`config.mk`:
```
export PLATFORM = sky130hd
export DESIGN_NAME = xor_checked_frame_deframer_top_flat
export DESIGN_NICKNAME = d
export VERILOG_FILES = /design/src/rtl/core/xcfd_pkg.sv /design/src/rtl/core/xcfd_if.sv /design/src/rtl/core/xcfd_cfg_regs.sv /design/src/rtl/core/xcfd_parser.sv /design/src/rtl/core/xcfd_out_buf.sv /design/src/rtl/core/xor_checked_frame_deframer_top.sv /design/src/flat_wrapper.sv
export SDC_FILE = /design/constraint.sdc
export NUM_CORES = 1
export LEC_CHECK = 0
export ABC_CLOCK_PERIOD_IN_PS = 5500
export BUFFER_PORTS_ARGS = -buffer_cell sky130_fd_sc_hd__buf_4
export CAP_MARGIN = 0
export CORE_UTILIZATION = 40
export DETAILED_ROUTE_END_ITERATION = 12
export GPL_TIMING_DRIVEN = 0
export PLACE_DENSITY = 0.6
export SETUP_SLACK_MARGIN = 0.2
export SYNTH_ARGS = -nofsm -noshare
export SYNTH_HDL_FRONTEND = slang
export SYNTH_SLANG_ARGS = --single-unit
```
`constraint.sdc`:
```
create_clock -name clk -period 5.5 [get_ports clk]
set_input_delay 1.1 -clock clk [delete_from_list [all_inputs] [get_ports clk]]
set_output_delay 1.1 -clock clk [all_outputs]
set_load 0.01 [all_outputs]
```
`src/rtl/core/xcfd_pkg.sv`:
```
`timescale 1ns / 1ps
// ---------------------------------------------------------------------------
// xcfd_pkg
// Shared types and constants for the XOR-checked frame deframer.
// ---------------------------------------------------------------------------
package xcfd_pkg;

    // Parser phases
    typedef enum logic [2:0] {
        PH_HEADER = 3'd0,
        PH_CMD    = 3'd1,
        PH_ADDR   = 3'd2,
        PH_LEN_H  = 3'd3,
        PH_LEN_L  = 3'd4,
        PH_DATA   = 3'd5,
        PH_CHECK  = 3'd6
    } phase_t;

    // Input item kinds
    localparam logic ACT_BYTE = 1'b0;
    localparam logic ACT_TICK = 1'b1;

    // Result kinds
    localparam logic KIND_PAYLOAD = 1'b0;
    localparam logic KIND_VERDICT = 1'b1;

    // Verdict status codes
    localparam logic [1:0] ST_OK       = 2'd0;
    localparam logic [1:0] ST_MISMATCH = 2'd1;
    localparam logic [1:0] ST_TIMEOUT  = 2'd2;
    localparam logic [1:0] ST_TOO_LONG = 2'd3;

    // Configuration register map
    localparam int CFG_IDX_W  = 2;
    localparam int CFG_DATA_W = 16;
    localparam logic [CFG_IDX_W-1:0] CFG_HEADER_VALUE  = 2'd0;
    localparam logic [CFG_IDX_W-1:0] CFG_MAX_LENGTH    = 2'd1;
    localparam logic [CFG_IDX_W-1:0] CFG_TIMEOUT_TICKS = 2'd2;

    // Register reset values
    localparam logic [7:0]  HEADER_RESET  = 8'hAA;
    localparam logic [8:0]  MAX_LEN_RESET = 9'd256;
    localparam logic [15:0] TIMEOUT_RESET = 16'd100;

    typedef struct packed {
        logic [7:0]  header_value;
        logic [8:0]  max_length;
        logic [15:0] timeout_ticks;
    } cfg_t;

    typedef struct packed {
        logic        kind;
        logic [7:0]  payload_byte;
        logic [7:0]  byte_index;
        logic [7:0]  command;
        logic [7:0]  address;
        logic [15:0] frame_length;
        logic [1:0]  status;
    } result_t;

endpackage

```
`src/rtl/core/xcfd_if.sv`:
```
`timescale 1ns / 1ps
// ---------------------------------------------------------------------------
// xcfd_if
// Valid/ready channel interfaces: received items, results, register writes.
// ---------------------------------------------------------------------------
interface xcfd_in_if;
    logic       valid;
    logic       ready;
    logic       action;
    logic [7:0] rx_byte;

    modport source (output valid, output action, output rx_byte, input ready);
    modport sink   (input valid, input action, input rx_byte, output ready);
endinterface

interface xcfd_out_if;
    logic        valid;
    logic        ready;
    logic        kind;
    logic [7:0]  payload_byte;
    logic [7:0]  byte_index;
    logic [7:0]  command;
    logic [7:0]  address;
    logic [15:0] frame_length;
    logic [1:0]  status;

    modport source (output valid, output kind, output payload_byte, output byte_index,
                    output command, output address, output frame_length,
                    output status, input ready);
    modport sink   (input valid, input kind, input payload_byte, input byte_index,
                    input command, input address, input frame_length,
                    input status, output ready);
endinterface

interface xcfd_cfg_if;
    logic                            valid;
    logic                            ready;
    logic [xcfd_pkg::CFG_IDX_W-1:0]  index;
    logic [xcfd_pkg::CFG_DATA_W-1:0] data;

    modport source (output valid, output index, output data, input ready);
    modport sink   (input valid, input index, input data, output ready);
endinterface

```
`src/rtl/core/xcfd_cfg_regs.sv`:
```
`timescale 1ns / 1ps
// ---------------------------------------------------------------------------
// xcfd_cfg_regs
// Configuration register file: header value, length limit, idle timeout.
// ---------------------------------------------------------------------------
module xcfd_cfg_regs (
    input  logic           clk,
    input  logic           rst_n,
    xcfd_cfg_if.sink       cfg,
    output xcfd_pkg::cfg_t cfg_q
);

    logic [7:0]  header_value_reg,  header_value_next;
    logic [8:0]  max_length_reg,    max_length_next;
    logic [15:0] timeout_ticks_reg, timeout_ticks_next;

    assign cfg.ready = 1'b1;

    // Decode a register write transfer
    always_comb
    begin
        header_value_next  = header_value_reg;
        max_length_next    = max_length_reg;
        timeout_ticks_next = timeout_ticks_reg;
        if (cfg.valid)
        begin
            case (cfg.index)
                xcfd_pkg::CFG_HEADER_VALUE:  header_value_next  = cfg.data[7:0];
                xcfd_pkg::CFG_MAX_LENGTH:    max_length_next    = cfg.data[8:0];
                xcfd_pkg::CFG_TIMEOUT_TICKS: timeout_ticks_next = cfg.data;
                default: ;  // unmapped index, ignored
            endcase
        end
    end

    always_ff @(posedge clk or negedge rst_n)
    begin
        if (!rst_n)
        begin
            header_value_reg  <= xcfd_pkg::HEADER_RESET;
            max_length_reg    <= xcfd_pkg::MAX_LEN_RESET;
            timeout_ticks_reg <= xcfd_pkg::TIMEOUT_RESET;
        end
        else
        begin
            header_value_reg  <= header_value_next;
            max_length_reg    <= max_length_next;
            timeout_ticks_reg <= timeout_ticks_next;
        end
    end

    assign cfg_q.header_value  = header_value_reg;
    assign cfg_q.max_length    = max_length_reg;
    assign cfg_q.timeout_ticks = timeout_ticks_reg;

endmodule

```
`src/rtl/core/xcfd_parser.sv`:
```
`timescale 1ns / 1ps
// ---------------------------------------------------------------------------
// xcfd_parser
// Frame parse state machine: one input item per cycle while the result buffer has space, at most one result.
// ---------------------------------------------------------------------------
module xcfd_parser #(
    parameter int MAX_PAYLOAD_BYTES = 256
) (
    input  logic              clk,
    input  logic              rst_n,
    xcfd_in_if.sink           rx_in,
    input  xcfd_pkg::cfg_t    cfg_q,
    input  logic              res_space,
    output logic              res_valid,
    output xcfd_pkg::result_t res_data
);

    localparam int CountW = $clog2(MAX_PAYLOAD_BYTES + 1);

    xcfd_pkg::phase_t phase_reg, phase_next;
    logic [7:0]        command_reg,   command_next;
    logic [7:0]        address_reg,   address_next;
    logic [15:0]       length_reg,    length_next;
    logic [CountW-1:0] count_reg,     count_next;
    logic [7:0]        xor_reg,       xor_next;
    logic [15:0]       idle_reg,      idle_next;

    logic              accept;
    logic              in_frame;
    logic [15:0]       idle_inc;
    logic              timeout_hit;
    logic [15:0]       length_full;
    logic [15:0]       limit;
    logic              too_long;
    logic [CountW-1:0] count_inc;
    logic [15:0]       count_ext;
    logic [15:0]       count_inc_ext;

    assign rx_in.ready = res_space;
    assign accept      = rx_in.valid && res_space;

    // Shared decode
    assign in_frame      = (phase_reg inside {xcfd_pkg::PH_CMD, xcfd_pkg::PH_ADDR,
                                              xcfd_pkg::PH_LEN_H, xcfd_pkg::PH_LEN_L,
                                              xcfd_pkg::PH_DATA, xcfd_pkg::PH_CHECK});
    assign idle_inc      = (idle_reg == 16'hFFFF) ? idle_reg : idle_reg + 16'd1;
    assign timeout_hit   = idle_inc > cfg_q.timeout_ticks;
    assign length_full   = {length_reg[15:8], rx_in.rx_byte};
    assign limit         = (16'(cfg_q.max_length) > 16'(MAX_PAYLOAD_BYTES))
                           ? 16'(MAX_PAYLOAD_BYTES) : 16'(cfg_q.max_length);
    assign too_long      = length_full > limit;
    assign count_inc     = count_reg + CountW'(1);
    assign count_ext     = 16'(count_reg);
    assign count_inc_ext = 16'(count_inc);

    // Next phase
    always_comb
    begin
        phase_next = phase_reg;
        if (accept)
        begin
            if (rx_in.action == xcfd_pkg::ACT_TICK)
            begin
                if (!in_frame)
                    phase_next = xcfd_pkg::PH_HEADER;
                else if (timeout_hit)
                    phase_next = xcfd_pkg::PH_HEADER;
            end
            else
            begin
                case (phase_reg)
                    xcfd_pkg::PH_CMD:   phase_next = xcfd_pkg::PH_ADDR;
                    xcfd_pkg::PH_ADDR:  phase_next = xcfd_pkg::PH_LEN_H;
                    xcfd_pkg::PH_LEN_H: phase_next = xcfd_pkg::PH_LEN_L;
                    xcfd_pkg::PH_LEN_L:
                    begin
                        if (too_long)
                            phase_next = xcfd_pkg::PH_HEADER;
                        else if (length_full == 16'd0)
                            phase_next = xcfd_pkg::PH_CHECK;
                        else
                            phase_next = xcfd_pkg::PH_DATA;
                    end
                    xcfd_pkg::PH_DATA:
                    begin
                        if (count_inc_ext >= length_reg)
                            phase_next = xcfd_pkg::PH_CHECK;
                    end
                    xcfd_pkg::PH_CHECK: phase_next = xcfd_pkg::PH_HEADER;
                    default:
                    begin
                        // waiting for header, also any stray code
                        if (rx_in.rx_byte == cfg_q.header_value)
                            phase_next = xcfd_pkg::PH_CMD;
                        else
                            phase_next = xcfd_pkg::PH_HEADER;
                    end
                endcase
            end
        end
    end

    // Datapath and result
    always_comb
    begin
        command_next = command_reg;
        address_next = address_reg;
        length_next  = length_reg;
        count_next   = count_reg;
        xor_next     = xor_reg;
        idle_next    = idle_reg;
        res_valid    = 1'b0;
        res_data     = '0;
        res_data.command      = command_reg;
        res_data.address      = address_reg;
        res_data.frame_length = length_reg;
        if (accept)
        begin
            if (rx_in.action == xcfd_pkg::ACT_TICK)
            begin
                if (in_frame)
                begin
                    if (timeout_hit)
                    begin
                        idle_next       = 16'd0;
                        res_valid       = 1'b1;
                        res_data.kind   = xcfd_pkg::KIND_VERDICT;
                        res_data.status = xcfd_pkg::ST_TIMEOUT;
                    end
                    else
                    begin
                        idle_next = idle_inc;
                    end
                end
            end
            else
            begin
                idle_next = 16'd0;
                case (phase_reg)
                    xcfd_pkg::PH_CMD:
                    begin
                        command_next = rx_in.rx_byte;
                        xor_next     = xor_reg ^ rx_in.rx_byte;
                    end
                    xcfd_pkg::PH_ADDR:
                    begin
                        address_next = rx_in.rx_byte;
                        xor_next     = xor_reg ^ rx_in.rx_byte;
                    end
                    xcfd_pkg::PH_LEN_H:
                    begin
                        length_next = {rx_in.rx_byte, 8'h00};
                        xor_next    = xor_reg ^ rx_in.rx_byte;
                    end
                    xcfd_pkg::PH_LEN_L:
                    begin
                        length_next = length_full;
                        xor_next    = xor_reg ^ rx_in.rx_byte;
                        count_next  = '0;
                        if (too_long)
                        begin
                            res_valid             = 1'b1;
                            res_data.kind         = xcfd_pkg::KIND_VERDICT;
                            res_data.frame_length = length_full;
                            res_data.status       = xcfd_pkg::ST_TOO_LONG;
                        end
                    end
                    xcfd_pkg::PH_DATA:
                    begin
                        xor_next   = xor_reg ^ rx_in.rx_byte;
                        count_next = count_inc;
                        res_valid  = 1'b1;
                        res_data   = '0;
                        res_data.kind         = xcfd_pkg::KIND_PAYLOAD;
                        res_data.payload_byte = rx_in.rx_byte;
                        res_data.byte_index   = count_ext[7:0];
                    end
                    xcfd_pkg::PH_CHECK:
                    begin
                        res_valid       = 1'b1;
                        res_data.kind   = xcfd_pkg::KIND_VERDICT;
                        res_data.status = (rx_in.rx_byte == xor_reg)
                                          ? xcfd_pkg::ST_OK : xcfd_pkg::ST_MISMATCH;
                    end
                    default:
                    begin
                        // header match clears the frame context
                        if (rx_in.rx_byte == cfg_q.header_value)
                        begin
                            command_next = 8'd0;
                            address_next = 8'd0;
                            length_next  = 16'd0;
                            count_next   = '0;
                            xor_next     = 8'd0;
                        end
                    end
                endcase
            end
        end
    end

    always_ff @(posedge clk or negedge rst_n)
    begin
        if (!rst_n)
        begin
            phase_reg   <= xcfd_pkg::PH_HEADER;
            command_reg <= 8'd0;
            address_reg <= 8'd0;
            length_reg  <= 16'd0;
            count_reg   <= '0;
            xor_reg     <= 8'd0;
            idle_reg    <= 16'd0;
        end
        else
        begin
            phase_reg   <= phase_next;
            command_reg <= command_next;
            address_reg <= address_next;
            length_reg  <= length_next;
            count_reg   <= count_next;
            xor_reg     <= xor_next;
            idle_reg    <= idle_next;
        end
    end

    // Any verdict ends the frame
    a_verdict_ends_frame: assert property (@(posedge clk) disable iff (!rst_n)
        (res_valid && res_data.kind == xcfd_pkg::KIND_VERDICT)
        |=> phase_reg == xcfd_pkg::PH_HEADER)
        else $error("parser did not return to header after a verdict");

    // Payload phase only with bytes still owed
    a_count_below_length: assert property (@(posedge clk) disable iff (!rst_n)
        phase_reg == xcfd_pkg::PH_DATA |-> (length_reg != 16'd0 && count_ext < length_reg))
        else $error("payload count reached declared length in payload phase");

    // A received byte clears the idle timer
    a_byte_clears_idle: assert property (@(posedge clk) disable iff (!rst_n)
        (accept && rx_in.action == xcfd_pkg::ACT_BYTE) |=> idle_reg == 16'd0)
        else $error("idle timer not cleared by received byte");

endmodule

```
`src/rtl/core/xcfd_out_buf.sv`:
```
`timescale 1ns / 1ps
// ---------------------------------------------------------------------------
// xcfd_out_buf
// Two-entry result buffer: output register plus skid register.
// ---------------------------------------------------------------------------
module xcfd_out_buf (
    input  logic              clk,
    input  logic              rst_n,
    input  logic              push,
    input  xcfd_pkg::result_t push_data,
    output logic              space,
    xcfd_out_if.source        res_out
);

    logic              out_valid_reg,  out_valid_next;
    logic              skid_valid_reg, skid_valid_next;
    xcfd_pkg::result_t out_data_reg,   out_data_next;
    xcfd_pkg::result_t skid_data_reg,  skid_data_next;
    logic              pop;

    assign pop   = out_valid_reg && res_out.ready;
    assign space = !skid_valid_reg;

    // Fill and drain; a push only arrives while the skid entry is empty
    always_comb
    begin
        out_valid_next  = out_valid_reg;
        skid_valid_next = skid_valid_reg;
        out_data_next   = out_data_reg;
        skid_data_next  = skid_data_reg;
        if (pop)
        begin
            if (skid_valid_reg)
            begin
                out_data_next   = skid_data_reg;
                skid_valid_next = 1'b0;
            end
            else
            begin
                out_valid_next = 1'b0;
            end
        end
        if (push)
        begin
            if (!out_valid_reg || pop)
            begin
                out_data_next  = push_data;
                out_valid_next = 1'b1;
            end
            else
            begin
                skid_data_next  = push_data;
                skid_valid_next = 1'b1;
            end
        end
    end

    always_ff @(posedge clk or negedge rst_n)
    begin
        if (!rst_n)
        begin
            out_valid_reg  <= 1'b0;
            skid_valid_reg <= 1'b0;
        end
        else
        begin
            out_valid_reg  <= out_valid_next;
            skid_valid_reg <= skid_valid_next;
        end
    end

    always_ff @(posedge clk)
    begin
        out_data_reg  <= out_data_next;
        skid_data_reg <= skid_data_next;
    end

    assign res_out.valid        = out_valid_reg;
    assign res_out.kind         = out_data_reg.kind;
    assign res_out.payload_byte = out_data_reg.payload_byte;
    assign res_out.byte_index   = out_data_reg.byte_index;
    assign res_out.command      = out_data_reg.command;
    assign res_out.address      = out_data_reg.address;
    assign res_out.frame_length = out_data_reg.frame_length;
    assign res_out.status       = out_data_reg.status;

    // Skid entry only fills behind a held output
    a_skid_behind_out: assert property (@(posedge clk) disable iff (!rst_n)
        skid_valid_reg |-> out_valid_reg)
        else $error("skid entry valid with output register empty");

endmodule

```
`src/rtl/core/xor_checked_frame_deframer_top.sv`:
```
`timescale 1ns / 1ps
// ---------------------------------------------------------------------------
// xor_checked_frame_deframer_top
// Length-prefixed frame parser with XOR check byte and idle timeout.
// ---------------------------------------------------------------------------
// Takes one input item (received byte or time tick) per clock cycle unless
// the output buffer is full. Frames are header, command, address, 16-bit
// big-endian length, payload and an XOR check over everything after the
// header. Each payload byte comes out as a payload result with its index;
// the check byte, an oversize length or an idle timeout gives a verdict
// result. The whole parse step is combinational between the parser state
// registers and the output register, where results are registered. A
// two-entry output buffer lets input continue while one result waits; input
// stalls only when both entries are full. Configuration writes take effect
// on the next cycle and should be made while no frame is in progress.
// ---------------------------------------------------------------------------
module xor_checked_frame_deframer_top #(
    parameter int MAX_PAYLOAD_BYTES = 256
) (
    input  logic        clk,
    input  logic        rst_n,
    xcfd_in_if.sink     rx_in,
    xcfd_out_if.source  res_out,
    xcfd_cfg_if.sink    cfg
);

    xcfd_pkg::cfg_t    cfg_q;
    xcfd_pkg::result_t res_data;
    logic              res_valid;
    logic              res_space;

    // Register file
    xcfd_cfg_regs u_cfg_regs (
        .clk   (clk),
        .rst_n (rst_n),
        .cfg   (cfg),
        .cfg_q (cfg_q)
    );

    // Parse logic
    xcfd_parser #(
        .MAX_PAYLOAD_BYTES (MAX_PAYLOAD_BYTES)
    ) u_parser (
        .clk       (clk),
        .rst_n     (rst_n),
        .rx_in     (rx_in),
        .cfg_q     (cfg_q),
        .res_space (res_space),
        .res_valid (res_valid),
        .res_data  (res_data)
    );

    // Result buffer
    xcfd_out_buf u_out_buf (
        .clk       (clk),
        .rst_n     (rst_n),
        .push      (res_valid),
        .push_data (res_data),
        .space     (res_space),
        .res_out   (res_out)
    );

endmodule
```
`src/flat_wrapper.sv`:
```
// flat-port wrapper written by rule: the top's interface ports become plain ports
module xor_checked_frame_deframer_top_flat 
#(
    parameter int MAX_PAYLOAD_BYTES = 256
)
  (clk, rst_n, rx_in_valid, rx_in_action, rx_in_rx_byte, rx_in_ready, res_out_valid, res_out_kind, res_out_payload_byte, res_out_byte_index, res_out_command, res_out_address, res_out_frame_length, res_out_status, res_out_ready, cfg_valid, cfg_index, cfg_data, cfg_ready);
  xcfd_in_if rx_in_i ();
  xcfd_out_if res_out_i ();
  xcfd_cfg_if cfg_i ();
  input  logic clk;
  input  logic rst_n;
  input wire logic [$bits(rx_in_i.valid)-1:0] rx_in_valid;
  input wire logic [$bits(rx_in_i.action)-1:0] rx_in_action;
  input wire logic [$bits(rx_in_i.rx_byte)-1:0] rx_in_rx_byte;
  output wire logic [$bits(rx_in_i.ready)-1:0] rx_in_ready;
  output wire logic [$bits(res_out_i.valid)-1:0] res_out_valid;
  output wire logic [$bits(res_out_i.kind)-1:0] res_out_kind;
  output wire logic [$bits(res_out_i.payload_byte)-1:0] res_out_payload_byte;
  output wire logic [$bits(res_out_i.byte_index)-1:0] res_out_byte_index;
  output wire logic [$bits(res_out_i.command)-1:0] res_out_command;
  output wire logic [$bits(res_out_i.address)-1:0] res_out_address;
  output wire logic [$bits(res_out_i.frame_length)-1:0] res_out_frame_length;
  output wire logic [$bits(res_out_i.status)-1:0] res_out_status;
  input wire logic [$bits(res_out_i.ready)-1:0] res_out_ready;
  input wire logic [$bits(cfg_i.valid)-1:0] cfg_valid;
  input wire logic [$bits(cfg_i.index)-1:0] cfg_index;
  input wire logic [$bits(cfg_i.data)-1:0] cfg_data;
  output wire logic [$bits(cfg_i.ready)-1:0] cfg_ready;
  assign rx_in_i.valid = rx_in_valid;
  assign rx_in_i.action = rx_in_action;
  assign rx_in_i.rx_byte = rx_in_rx_byte;
  assign rx_in_ready = rx_in_i.ready;
  assign res_out_valid = res_out_i.valid;
  assign res_out_kind = res_out_i.kind;
  assign res_out_payload_byte = res_out_i.payload_byte;
  assign res_out_byte_index = res_out_i.byte_index;
  assign res_out_command = res_out_i.command;
  assign res_out_address = res_out_i.address;
  assign res_out_frame_length = res_out_i.frame_length;
  assign res_out_status = res_out_i.status;
  assign res_out_i.ready = res_out_ready;
  assign cfg_i.valid = cfg_valid;
  assign cfg_i.index = cfg_index;
  assign cfg_i.data = cfg_data;
  assign cfg_ready = cfg_i.ready;
  xor_checked_frame_deframer_top #(.MAX_PAYLOAD_BYTES(MAX_PAYLOAD_BYTES)) u_core (.clk(clk), .rst_n(rst_n), .rx_in(rx_in_i), .res_out(res_out_i), .cfg(cfg_i));
endmodule
```
==> flow_summary.json <==
{
  "num-nets-final": 1094,
  "power.leakage_uw": 0.005251,
  "tightest_slew_ns": 1.219,
  "drt_pre_antenna_iters": 5,
  "ys_types": 63,
  "grt.total_usage": 0.1851,
  "die_y_um": 161.2,
  "p_per_area_nw_per_um2": 448.6,
  "drive_above_1_share": 0.2694,
  "cts_buffers": 24,
  "first_iter_violations": 413,
  "cts_max_level": 1,
  "ys_seq_area_frac": 0.5073,
  "ys_async_sr_fraction": 0.5024,
  "cts_buffer_depth": 3,
  "via_per_inst": 5.296,
  "muxShareOfSynthArea": 0.1516,
  "first_global_vias": 7115,
  "synth_commonest_cells": "mux2_2 (122), dfrtp_1 (95), nor2_1 (59)",
  "final.setup_skew_ns": 0.01570,
  "syn_nets": 978,
  "dp_hpwl_um": 16420,
  "n_antenna_cell": 0,
  "yosysMostFrequentCell": "mux2_2",
  "synth_xor_area_frac": 0.02939,
  "grt.overflow.total": 0,
  "grt_pass1_wl_um": 38090,
  "start_util": 0.4118,
  "synthTopCellsByArea": "dfrtp_1 (23%), edfxtp_1 (15%), mux2_2 (14%)",
  "clock_latency_ns": 0.52,
  "synth_compound_area_frac": 0.1005,
  "wl_per_cell_um": 17.32,
  "fp.dieW_um": 161.2,
  "totalWireLength_um": 23680,
  "instances_no_fill": 1367,
  "min_path_type": "input pin to async pin",
  "gp_congestion": 0.8686,
  "worst_r2r_path_depth": 14,
  "drc_errors": 0,
  "largest_reg_flops": 51,
  "dp_cells": 1317,
  "syn_inst": 909,
  "antenna_found_initial": 0,
  "start_kind": "flip-flop",
  "synth_top_area_cell": "dfrtp_1",
  "syn_area_per_cell_um2": 11.15,
  "synth_area_um2": 10130,
  "hold_slack_ns": 0.3826,
  "fin_crit_ns": 4.949,
  "synthToLayoutAreaGrowth_pct": 19.42,
  "drtAntennaViolNets": 0,
  "synth-seq-cells": 205,
  "yosys_warnings": 0,
  "outcome": "complete, no violations",
  "finalHoldViolCount": 0,
  "required_ns": 5.71,
  "die-area_um2": 25970,
  "setup_viol": 0,
  "slew_headroom": 0.1857,
  "fmax_mhz": 202.1,
  "port_buffers": 83,
  "final.fill_count": 2239,
  "clockRootBuffer": "clkbuf_16",
  "vias": 7240,
  "reg2reg_slack_ns": 0.55,
  "synth_top_family_by_area": "multiplexers",
  "synthSimpleGateAreaFrac": 0.1278,
  "ir_drop_mv": 0.2423,
  "path_class": "flip-flop to flip-flop",
  "cts_tree": "yes",
  "crit_path_end_kind": "flip-flop",
  "synth.top_cell.area_share": 0.2346,
  "synth_ff_type": "dfrtp_1",
  "grt_max_degree": 104,
  "synthAdderAreaFrac": 0.04569,
  "synth_edf_count": 51,
  "drv_cap": 0,
  "path_clk_slew_ns": 0.06,
  "crit_arrival_ns": 5.16,
  "rsz0062_at_grt": "no",
  "finalMaxSlewViolations": 0,
  "fin_tns_setup_ns": 0,
  "clock_sinks": 205,
  "crit_fanout": 31,
  "finalCritPeriodShare": 0.8999,
  "io_pins": 86,
  "core_um2": 24600,
  "num_rows": 57,
  "power.total_uw": 5428
}
## power by group
part	total, µW	switching (µW)	internal [µW]
Sequential	2210	234	1980
Combinational	1590	753	833
Clock	1630	631	1000
## cells in the final DEF, fill, tap and decap left out, types with 7 or more instances in the layout
cell,n
xor2_1,7
nor3_1,12
and2_1,17
edfxtp_1,51
buf_4,87
nand2b_1,14
a31oi_1,10
nand2_1,52
clkbuf_16,24
clkbuf_1,36
xnor2_1,27
nor2_1,58
ha_1,37
o21ai_0,51
inv_1,47
dfstp_2,8
nand4_1,12
and3_1,21
nand3_1,34
a22o_1,32
dfrtp_1,95
mux2_2,122
dfxtp_1,51
a21oi_1,23
mux2_1,10
## cell type report
cell class                 instances  area, µm²  share of cell area
buffer                            41      197.7             0.01634
clock buffer                      33      674.4             0.05573
clock inverter                    11      147.6             0.01220
inverter                          48      180.2             0.01489
multi-input combinational        616       4651              0.3843
sequential                       205       5140              0.4248
tap                              324      405.4             0.03350
timing repair buffer              89      704.4             0.05822
## worst paths after layout
kind                                                                end                           start
max in group asynchronous                u_core.u_parser.command_reg[5]                           rst_n
worst max-delay path                 u_core.u_out_buf.skid_data_reg[23]     u_core.u_parser.idle_reg[3]
worst min register to register           u_core.u_parser.address_reg[4]  u_core.u_parser.address_reg[4]
worst min-delay path            u_core.u_cfg_regs.timeout_ticks_reg[13]                           rst_n
worst max register to register       u_core.u_out_buf.skid_data_reg[23]     u_core.u_parser.idle_reg[3]
min in group clk                         u_core.u_parser.address_reg[4]  u_core.u_parser.address_reg[4]
## worst max-delay path, cell delays in order (launching register included)
cell	delay (ns)
dfrtp_1	0.47
nand4_1	0.26
nor4_1	0.64
nor2_1	0.24
nand2_1	0.21
nor3_1	0.07
or2_2	0.28
ha_1	0.29
nand4_1	0.11
nor4_1	0.39
o21ai_0	0.22
a31oi_2	0.46
nand3_1	0.42
nor2_4	0.30
buf_12	0.23
## logic make-up (layout without fill, tap and decap cells)
group | Yosys count | in the layout
flip-flops | 205 | 205
AO/OA/AOI/OAI | 155 | 155
multiplexers | 137 | 137
other | 1 | 1
adder cells (fa/ha/maj) | 37 | 37
AND/OR/NAND/NOR | 251 | 252
XOR/XNOR | 34 | 34
buffers and inverters | 89 | 222
## per-layer routing
layer / vias to the layer above / GRT usage / wire length (µm)
met5: - / 0 / 0
met4: 0 / 0.05875 / 691
met3: 45 / 0.02542 / 1036
met2: 185 / 0.2958 / 10870
met1: 3487 / 0.2594 / 11080
li1: 3523 / - / -
## metrics by stage
step           utilization  setup slack [ns]  cell area [µm²]
2_1_floorplan            -            0.4711            10130
3_3_place_gp        0.4537            -1.155            11160
3_5_place_dp        0.4547            0.1376            11190
4_1_cts             0.4886            0.3255            12020
5_1_grt             0.4918            0.2032            12100
6_report            0.4918            0.5508            12100
## what timing repair did
action                                  in CTS  in global routing
endpoints found under the setup margin      31                 55
buffers inserted                             0                  4
pin swaps                                    1                  1
cloned                                       1                  0
resized for setup                            1                  3
hold buffers                                 0                  0
Note: power is estimated with default switching activity, not from simulation.
